===== config.mk =====
export PLATFORM = sky130hd
export DESIGN_NAME = compacting_keyed_table
export DESIGN_NICKNAME = d
export VERILOG_FILES = /design/src/rtl/ckt_pkg.sv /design/src/rtl/ckt_mem.sv /design/src/rtl/compacting_keyed_table.sv
export SDC_FILE = /design/constraint.sdc
export NUM_CORES = 2
export LEC_CHECK = 0
export BUFFER_PORTS_ARGS = -buffer_cell sky130_fd_sc_hd__buf_4
export CAP_MARGIN = 5
export CELL_PAD_IN_SITES_DETAIL_PLACEMENT = 1
export CELL_PAD_IN_SITES_GLOBAL_PLACEMENT = 2
export CORE_AREA = 3 3 508 510
export CTS_CLUSTER_SIZE = 14
export DETAILED_ROUTE_END_ITERATION = 10
export DIE_AREA = 0 0 511 513
export PLACE_DENSITY_LB_ADDON = 0.1
export SYNTH_ARGS = -nofsm -noshare
export SYNTH_HDL_FRONTEND = slang
export SYNTH_SLANG_ARGS = --single-unit
export TNS_END_PERCENT = 30

===== constraint.sdc =====
create_clock -name clk -period 10.75 [get_ports clk]
set_input_delay 0.5375 -clock clk [delete_from_list [all_inputs] [get_ports clk]]
set_output_delay 0.5375 -clock clk [all_outputs]
set_load 0.01 [all_outputs]

===== src/rtl/ckt_pkg.sv =====
// Shared types and codes for the compacting keyed table.
// Entry and result records, operation and status codes, sequencer states.
// No dependencies.
`timescale 1ns / 1ps

package ckt_pkg;

	localparam int CKT_DEFAULT_CAPACITY = 16;
	localparam int CKT_POS_W = 5;

	typedef enum logic [1:0] {
		FN_INSERT = 2'd0,
		FN_REMOVE = 2'd1,
		FN_FIND   = 2'd2,
		FN_LIST   = 2'd3
	} ckt_func_t;

	typedef enum logic [1:0] {
		ST_OK      = 2'd0,
		ST_FULL    = 2'd1,
		ST_EMPTY   = 2'd2,
		ST_MISSING = 2'd3
	} ckt_status_t;

	typedef enum logic [1:0] {
		S_IDLE,
		S_SCAN,
		S_SHIFT,
		S_LIST
	} ckt_state_t;

	typedef struct packed {
		logic [63:0]        name;
		logic [63:0]        kind;
		logic signed [31:0] amount;
	} ckt_entry_t;

	typedef struct packed {
		ckt_status_t           status;
		ckt_entry_t            entry;
		logic [CKT_POS_W-1:0]  position;
		logic [CKT_POS_W-1:0]  fill;
		logic                  last;
	} ckt_result_t;

endpackage


===== src/rtl/ckt_mem.sv =====
// Entry memory: one write port, one read port with registered read data.
// Depends on ckt_pkg for the entry record.
`timescale 1ns / 1ps

module ckt_mem import ckt_pkg::*; #(
	parameter int DEPTH = CKT_DEFAULT_CAPACITY,
	parameter int IDX_W = (DEPTH > 1) ? $clog2(DEPTH) : 1
) (
	input  logic             clk,
	input  logic             wr_en,
	input  logic [IDX_W-1:0] wr_addr,
	input  ckt_entry_t       wr_data,
	input  logic             rd_en,
	input  logic [IDX_W-1:0] rd_addr,
	output ckt_entry_t       rd_data
);

	ckt_entry_t mem [DEPTH];
	ckt_entry_t rd_data_q;

	always_ff @(posedge clk) begin
		if (wr_en) begin
			mem[wr_addr] <= wr_data;
		end
	end

	always_ff @(posedge clk) begin
		if (rd_en) begin
			rd_data_q <= mem[rd_addr];
		end
	end

	assign rd_data = rd_data_q;

endmodule


===== src/rtl/compacting_keyed_table.sv =====
// Compacting keyed table: ordered entry table with insert, remove, find, list.
// Depends on ckt_pkg and ckt_mem (entry storage).
//
//   channel   signals                                   handshake
//   command   func key_name kind_tag amount             start, busy
//   result    status out_name out_kind out_amount       done (one cycle)
//             position fill_level last
//
// Insert and any operation on an empty table: result in the cycle after accept.
// Find and remove scan the entry memory one read a cycle; remove then shifts
// later entries down, one entry a cycle.
// List gives one result a cycle, from the first entry to the last.
// Reset clears the entry count; memory contents need no clearing.
// Results cannot be stalled; busy stays high until an item's last result.
`timescale 1ns / 1ps

module compacting_keyed_table import ckt_pkg::*; #(
	parameter int CAPACITY = CKT_DEFAULT_CAPACITY
) (
	input  logic                 clk,
	input  logic                 arst_n,
	input  logic                 start,
	output logic                 busy,
	input  logic [1:0]           func,
	input  logic [63:0]          key_name,
	input  logic [63:0]          kind_tag,
	input  logic signed [31:0]   amount,
	output logic                 done,
	output logic [1:0]           status,
	output logic [63:0]          out_name,
	output logic [63:0]          out_kind,
	output logic signed [31:0]   out_amount,
	output logic [4:0]           position,
	output logic [4:0]           fill_level,
	output logic                 last
);

	localparam int CNT_W = $clog2(CAPACITY + 1);
	localparam int IDX_W = (CAPACITY > 1) ? $clog2(CAPACITY) : 1;
	localparam int EXT_W = CNT_W + CKT_POS_W;
	localparam logic [CNT_W-1:0] CAP_C = CNT_W'(CAPACITY);
	localparam logic [CNT_W-1:0] ONE_C = CNT_W'(1);

	ckt_state_t         state_q, state_d;
	logic [CNT_W-1:0]   count_q, count_d;
	logic [CNT_W-1:0]   scan_q, scan_d;
	logic               pend_q, pend_d;
	logic [CNT_W-1:0]   pend_idx_q, pend_idx_d;
	logic               done_q, done_d;
	ckt_result_t        res_q, res_d;
	ckt_func_t          func_q;
	logic [63:0]        key_q;

	logic               rd_en, wr_en;
	logic [CNT_W-1:0]   rd_idx, wr_idx;
	ckt_entry_t         wr_data, rd_data, new_entry;
	logic               accept;

	function automatic logic [CKT_POS_W-1:0] to_pos(input logic [CNT_W-1:0] v);
		logic [EXT_W-1:0] e;
		e = EXT_W'(v);
		return e[CKT_POS_W-1:0];
	endfunction

	assign accept = start && (state_q == S_IDLE);
	assign new_entry = '{name: key_name, kind: kind_tag, amount: amount};

	ckt_mem #(
		.DEPTH (CAPACITY),
		.IDX_W (IDX_W)
	) u_mem (
		.clk     (clk),
		.wr_en   (wr_en),
		.wr_addr (wr_idx[IDX_W-1:0]),
		.wr_data (wr_data),
		.rd_en   (rd_en),
		.rd_addr (rd_idx[IDX_W-1:0]),
		.rd_data (rd_data)
	);

	always_ff @(posedge clk or negedge arst_n) begin
		if (!arst_n) begin
			state_q <= S_IDLE;
			count_q <= '0;
			scan_q  <= '0;
			pend_q  <= 1'b0;
			done_q  <= 1'b0;
		end else begin
			state_q <= state_d;
			count_q <= count_d;
			scan_q  <= scan_d;
			pend_q  <= pend_d;
			done_q  <= done_d;
		end
	end

	always_ff @(posedge clk) begin
		pend_idx_q <= pend_idx_d;
		res_q      <= res_d;
		if (accept) begin
			func_q <= ckt_func_t'(func);
			key_q  <= key_name;
		end
	end

	always_comb begin
		state_d    = state_q;
		count_d    = count_q;
		scan_d     = scan_q;
		pend_d     = 1'b0;
		pend_idx_d = scan_q;
		done_d     = 1'b0;
		res_d      = res_q;
		rd_en      = 1'b0;
		rd_idx     = scan_q;
		wr_en      = 1'b0;
		wr_idx     = count_q;
		wr_data    = rd_data;

		unique case (state_q)
			S_IDLE: begin
				if (start) begin
					if (func == FN_INSERT) begin
						done_d = 1'b1;
						if (count_q >= CAP_C) begin
							res_d = '{status: ST_FULL, entry: '0, position: '0,
								fill: to_pos(count_q), last: 1'b1};
						end else begin
							wr_en   = 1'b1;
							wr_data = new_entry;
							count_d = count_q + ONE_C;
							res_d = '{status: ST_OK, entry: new_entry,
								position: to_pos(count_q + ONE_C),
								fill: to_pos(count_q + ONE_C), last: 1'b1};
						end
					end else if (count_q == '0) begin
						done_d = 1'b1;
						res_d = '{status: ST_EMPTY, entry: '0, position: '0,
							fill: '0, last: 1'b1};
					end else begin
						scan_d  = '0;
						state_d = (func == FN_LIST) ? S_LIST : S_SCAN;
					end
				end
			end

			S_SCAN: begin
				if (scan_q < count_q) begin
					rd_en  = 1'b1;
					scan_d = scan_q + ONE_C;
					pend_d = 1'b1;
				end
				if (pend_q) begin
					if (rd_data.name == key_q) begin
						res_d = '{status: ST_OK, entry: rd_data,
							position: to_pos(pend_idx_q + ONE_C),
							fill: to_pos(count_q), last: 1'b1};
						if (func_q == FN_FIND) begin
							done_d  = 1'b1;
							state_d = S_IDLE;
						end else begin
							scan_d  = pend_idx_q + ONE_C;
							pend_d  = 1'b0;
							state_d = S_SHIFT;
						end
					end else if (pend_idx_q == count_q - ONE_C) begin
						done_d  = 1'b1;
						res_d = '{status: ST_MISSING, entry: '0, position: '0,
							fill: to_pos(count_q), last: 1'b1};
						state_d = S_IDLE;
					end
				end
			end

			S_SHIFT: begin
				if (pend_q) begin
					wr_en  = 1'b1;
					wr_idx = pend_idx_q - ONE_C;
				end
				if (scan_q < count_q) begin
					rd_en  = 1'b1;
					scan_d = scan_q + ONE_C;
					pend_d = 1'b1;
				end else begin
					count_d    = count_q - ONE_C;
					res_d.fill = to_pos(count_q - ONE_C);
					done_d     = 1'b1;
					state_d    = S_IDLE;
				end
			end

			S_LIST: begin
				if (scan_q < count_q) begin
					rd_en  = 1'b1;
					scan_d = scan_q + ONE_C;
					pend_d = 1'b1;
				end
				if (pend_q) begin
					done_d = 1'b1;
					res_d = '{status: ST_OK, entry: rd_data,
						position: to_pos(pend_idx_q + ONE_C),
						fill: to_pos(count_q),
						last: (pend_idx_q == count_q - ONE_C)};
					if (pend_idx_q == count_q - ONE_C) begin
						state_d = S_IDLE;
					end
				end
			end

			default: begin
				state_d = S_IDLE;
			end
		endcase
	end

	assign busy       = (state_q != S_IDLE);
	assign done       = done_q;
	assign status     = res_q.status;
	assign out_name   = res_q.entry.name;
	assign out_kind   = res_q.entry.kind;
	assign out_amount = res_q.entry.amount;
	assign position   = res_q.position;
	assign fill_level = res_q.fill;
	assign last       = res_q.last;

	a_count_bound: assert property (@(posedge clk) disable iff (!arst_n)
		count_q <= CAP_C)
		else $error("entry count above capacity");

	a_insert_grows: assert property (@(posedge clk) disable iff (!arst_n)
		(accept && func == FN_INSERT && count_q < CAP_C)
		|=> (done_q && count_q == $past(count_q) + ONE_C))
		else $error("insert did not add an entry");

	a_write_source: assert property (@(posedge clk) disable iff (!arst_n)
		wr_en |-> (state_q == S_SHIFT || accept))
		else $error("memory write outside insert or shift");

	a_shift_read_ahead: assert property (@(posedge clk) disable iff (!arst_n)
		(rd_en && wr_en) |-> (rd_idx == wr_idx + ONE_C + ONE_C))
		else $error("shift read overlaps write");

	a_miss_no_entry: assert property (@(posedge clk) disable iff (!arst_n)
		(done_q && res_q.status != ST_OK) |-> (res_q.position == '0 && res_q.last))
		else $error("error result carries an entry");

endmodule

# == Word level (Yosys, flattened, before mapping) ==
# Memory sizes are Yosys's and may differ from the RTL's. A register that Yosys moved wholly into a read port is not among the register bits.
# Cells that the tools add are included.
# word_totals
ff_bits,258
memories,1
input_bits,165
ram_bits,2560
wordCells,117
# mem_list
name,words,word_bits,rd,rd_ports_with_merged_regs,write_ports,line_no,source
u_mem.mem,16,160,1,1,1,ckt_mem.sv:18,ckt_entry_t mem [DEPTH];
# classes
addsub,5
n_reduce_logical,14
n_mux,63
n_lt_le_gt_ge,2
n_eq_ne,17
# op_table
cell,n
173-bit 2-to-1 mux,7
160-bit 2-to-1 mux,4
167-bit one-hot mux with 3 select lines,1
172-bit 2-to-1 mux,1
64-bit == test,1
5-bit 2-to-1 mux,11
2-bit 2-to-1 mux,10
5-bit one-hot mux with 4 select lines,1
1-bit 2-to-1 mux,19
6-bit AND reduction,3
"5-bit by 1-bit adder with 5-bit output, second input constant",3
5-bit one-hot mux with 3 select lines,1
"2-bit != test, second input constant",7
5-bit one-hot mux with 2 select lines,1
"2-bit == test, second input constant",4
4-bit 2-to-1 mux,2
2-bit one-hot mux with 4 select lines,1
5-bit == test,1
"5-bit >= comparator, second input constant",1
5-bit logical NOT,1
5-bit < comparator,1
5-bit AND reduction,1
"5-bit by 1-bit subtractor with 5-bit output, second input constant",1
2-bit logical NOT,2
other kinds (14),16

# == Logic depth before layout (Yosys ltp) ==
# logic_depth
depth_word,7
ltp_mapped,11
ltp_nobuf,9

# == By module ==
# Synthesis repeated with hierarchy kept, for this count alone.
# hier_totals
cells_unflattened,5443
hier_area_um2,114070.7
# by_module_without_submodules
module,area_each_um2,cells_each,instances
ckt_mem,100901.8,4191,1
compacting_keyed_table,13168.9,1252,1

# == Worst setup path before layout ==
# No wires, ideal clock.
# synth_timing
path_kind,register -> register
from,register count_q[0]
to,"register res_q, in the netlist last (enable)"
t_required_ns,9.983
n_path_buf,1
synth_period_minus_slack_ns,10.752
path_slack_ns,-0.002
arrival_ns,9.986
setup_time_ns,0.767
stages_incl_launch_ff,10
path_cell_list,dfrtp_1 > buf_2 > inv_1 > ha_1 > nor3b_1 > xnor2_1 > xor2_1 > nand3_1 > and2_1 > a22oi_1
# synth_between
elab_chain_len,4
# synth_rtl
element,line_no,source
start: declaration,compacting_keyed_table.sv:45,"logic [CNT_W-1:0] count_q, count_d;"
start signal: assignment,compacting_keyed_table.sv:90,count_q <= count_d;
5-bit by 1-bit subtractor with 5-bit output,compacting_keyed_table.sv:166,end else if (pend_idx_q == count_q - ONE_C) begin
5-bit == test,compacting_keyed_table.sv:166,
3-bit != test (no source line),-,
6-bit AND reduction (no source line) (*),-,
end signal: assignment,compacting_keyed_table.sv:99,res_q <= res_d;
end: declaration,compacting_keyed_table.sv:50,"ckt_result_t res_q, res_d;"
# Every way passes the cells marked *; elsewhere a longest branch is shown, timed or not.
# A chain may end at the register's enable or synchronous reset.

# == Final worst setup path ==
# layout_timing
from,register state_q[1]
to,memory u_mem.mem[1][14] in the netlist's numbering (enable)
# layout_between
elab_chain_len,4
# layout_rtl
element,line_no,source
start: declaration,compacting_keyed_table.sv:44,"ckt_state_t state_q, state_d;"
start signal: assignment,compacting_keyed_table.sv:89,state_q <= state_d;
2-bit == test / 2-bit logical NOT (equally long branches),compacting_keyed_table.sv:120,unique case (state_q)
1-bit one-hot mux with 2 select lines,compacting_keyed_table.sv:120,
1-bit 2-to-1 mux,ckt_mem.sv:22,if (wr_en) begin
1-bit 2-to-1 mux (not written as such),ckt_mem.sv:23,mem[wr_addr] <= wr_data;
end: declaration,ckt_mem.sv:18,
# Several ways; a longest one is shown, not always the timed one.

==> summary.txt <==
Placed design
  • Post-DP Area: 0.121 sq mm
  • GPL Wtd Cong: 0.725
  • DP Wirelength: about 150000 um
  • Port bufs: 339

GRT
  • Initial antenna violation count: 10
  • Vias in the first global route: 58000
  • GRT Residual Overflow: 0
  • First-pass GRT wire length: 431000 um
  • Largest net degree at the start of global routing: 127
  • GRT Total Usage: 0.228

Setup path
  • Nature of the critical path endpoint: register
  • R2R setup slack: around 4700 ps
  • Worst path arrival time: around 6500 ps
  • Critical Path Source Type: register
  • WS Path Type: register to register
  • Worst-path fanout max: 42
  • Reg2Reg Depth: 9
  • Worst endpoint required time: 11240 ps

STA
  • Setup TNS: 0 ps
  • Final hold vios: 0
  • Worst rel slew slack: 0.207
  • Slew @ Worst Pin: 1190 ps
  • F_max: between 150 and 200 MHz
  • Setup Skew: 77.6 ps
  • Final setup fails: 0
  • Minimum clock period: 6000 ps
  • Hold_ws: 72.8 ps
  • Final Cycle Share: 0.558
  • Fin. max-slew vios: 0
  • Unrepaired setup endpoints after global routing: no

Synthesis
  • Post-synthesis cell type count: 50
  • Cell count after synthesis: around 5000
  • Async SR Flop Fraction: 0.00470
  • Mapped Area: 0.114 sq mm
  • Mapped Avg Cell Area: 22.8 sq um
  • Post-synthesis register bit count: 2978
  • Post-synth EDFFs: 2959
  • Synthesized Nets: 5165
  • Seq/Total Area, Yosys: 0.784
  • Top FF cell, synth: edfxtp_1
  • Yosys synthesis warning count: 0

Hold path
  • Hold crit path type: input pin to register
  • Hold Path Cell Cnt: 2

Cells and area
  • # fillers: 21800
  • Final instance area: 0.132 sq mm
  • Share of layout cells above drive strength 1: 0.288
  • FF/Latch Area: between 0.08 and 0.09 sq mm
  • Area occupied by multi-input gates: roughly 0.023 sq mm
  • NumNets Final: approximately 6000
  • Layout area overhead: 16.0%

Clock tree
  • Max H-tree Level: 5
  • Cts repair resizes: 0
  • Root Driver: clkbuf_16
  • Clock Sinks: between 2000 and 3000
  • Longest Clk Path Bufs: 4
  • Worst-Skew Late Latency: about 940 ps
  • TritonCTS clock tree: done
  • Clock-pin slew on the worst setup and hold paths: 60 ps
  • Total CTS buffers: around 330

Pwr
  • Worst VDD drop: ~0.45 mV
  • Leakage: 42.7 nW
  • Total chip power: 37.2 mW
  • Power density over the cells: around 280 mW/mm^2

Floorplanning
  • Cell Rows: 185
  • Total die area: 0.262 sq mm
  • Io pins: 340
  • DIE HEIGHT: ~510 um
  • Die X: just over 500 um
  • Core area: 0.254 sq mm
  • Initial core utilization: 0.448

Drt
  • Initial DRC count: 5264
  • 1st-pass router iterations: 5
  • Via density: 5.84
  • DRT antenna net count: 0
  • Via count: 54100
  • DRC: 0
  • Drt total wl: 300000 um
  • Avg WL per Cell: between 30 and 40 um

Job
  • Max Cap Viol: 0

Status
  • Status: completed
[worst max-delay path, cell delays in order, from the launching register on]
cell	delay [ps]
dfrtp_1	560
nor2_1	600
nand2_1	240
nor3_2	170
buf_4	370
buf_4	640
a32oi_1	500
nor2_4	670
buf_4	830
buf_4	860
[cell type report]
type | count | share of cell area
diodes | 2 | 0.0000379
clock buffers | 396 | 0.0647
clock inverters | 168 | 0.0107
inverters | 13 | 0.000388
multi-input cells | 1731 | 0.177
flip-flops and latches | 2978 | 0.676
well taps | 3366 | 0.0319
repair buffers | 603 | 0.0393
[Yosys cell counts, types with 8 or more instances]
master | count | area [sq um]
mux4_2 | 800 | 18000
ha_1 | 11 | 138
a22o_1 | 162 | 1420
nor3_1 | 13 | 65.1
clkbuf_1 | 136 | 510
nand4_1 | 18 | 113
buf_1 | 24 | 90.1
dfrtp_1 | 14 | 350
nand3_1 | 12 | 60.1
buf_8 | 8 | 120
edfxtp_1 | 2959 | 88900
buf_6 | 18 | 203
nand2_1 | 509 | 1910
nor2_1 | 44 | 165
buf_2 | 79 | 395
inv_1 | 13 | 48.8
xnor2_1 | 79 | 692
a21oi_1 | 13 | 65.1
[per-stage QoR]
stage                     std cells  setup WS, ps  utilization
after floorplan                4989           625            -
after global placement         8530          4770        0.475
after detailed placement       8530          4710        0.475
after CTS                      9255          4620        0.520
after global routing           9256          4340        0.520
final                          9257          4750        0.520
[power breakdown]
| group | internal (mW) | switching (mW) | leakage [nW] |
|---|---|---|---|
| Combinational | 4.10 | 5.89 | 10.7 |
| Clock | 6.20 | 4.41 | 4.89 |
| Sequential | 15.8 | 0.832 | 27.1 |
[routing by layer]
metal	global-route usage	part of all wire
met1	0.322	0.43
met2	0.377	0.50
met3	0.0313	0.047
met4	0.0600	0.025
met5	0	0
[kinds of logic after synthesis]
family / after synthesis / share of synthesized area
muxes: 805 / 0.159
adders and majority gates: 11 / 0.00121
AOI/OAI and AO/OA: 218 / 0.0158
DFF: 2978 / 0.784
xor gates and xnor gates: 84 / 0.00646
buffers and inverters: 280 / 0.0121
and+or+nand+nor: 613 / 0.0214
[path summary, 6_finish.rpt]
| check | startpoint | endpoint |
|---|---|---|
| setup / recovery | state_q[1] | u_mem.mem[1][14] |
| hold / removal | kind_tag[32] | out_kind[32] |
| setup reg to reg | state_q[1] | u_mem.mem[1][14] |
| hold reg to reg | pend_idx_d[4] | pend_idx_q[4] |
| max in group asynchronous | arst_n | pend_idx_d[2] |
| min in group asynchronous | arst_n | pend_idx_d[3] |
[what timing repair did]
item	in CTS	in global routing
endpoints found under the hold margin	236	0
hold buffers	161	0
buffers inserted	0	0
[sequential cells by signal (all words and copies together) (netlist names), 2 cells and up]
register       flops
key_q             64
pend_idx_d         5
state_q            2
func_q             2
fill_level         5
status             2
position           5
u_mem.rd_data    160
pend_idx_q         5
out_name          64
count_q            5
out_amount        32
out_kind          64
u_mem.mem       2560
[placed cells by master, fill, tap and decap left out, types with 17 or more instances in the layout]
cell type / n
nand4_1: 18
mux4_2: 800
nor2_1: 27
clkinv_2: 53
edfxtp_1: 2959
a22o_1: 162
buf_4: 421
clkbuf_1: 64
clkbuf_16: 332
nand2_1: 509
bufinv_16: 24
clkinv_1: 76
buf_12: 21
nor2_4: 17
dlygate4sd3_1: 161
xnor2_1: 79
No activity file was read; power rests on OpenSTA's default activity.
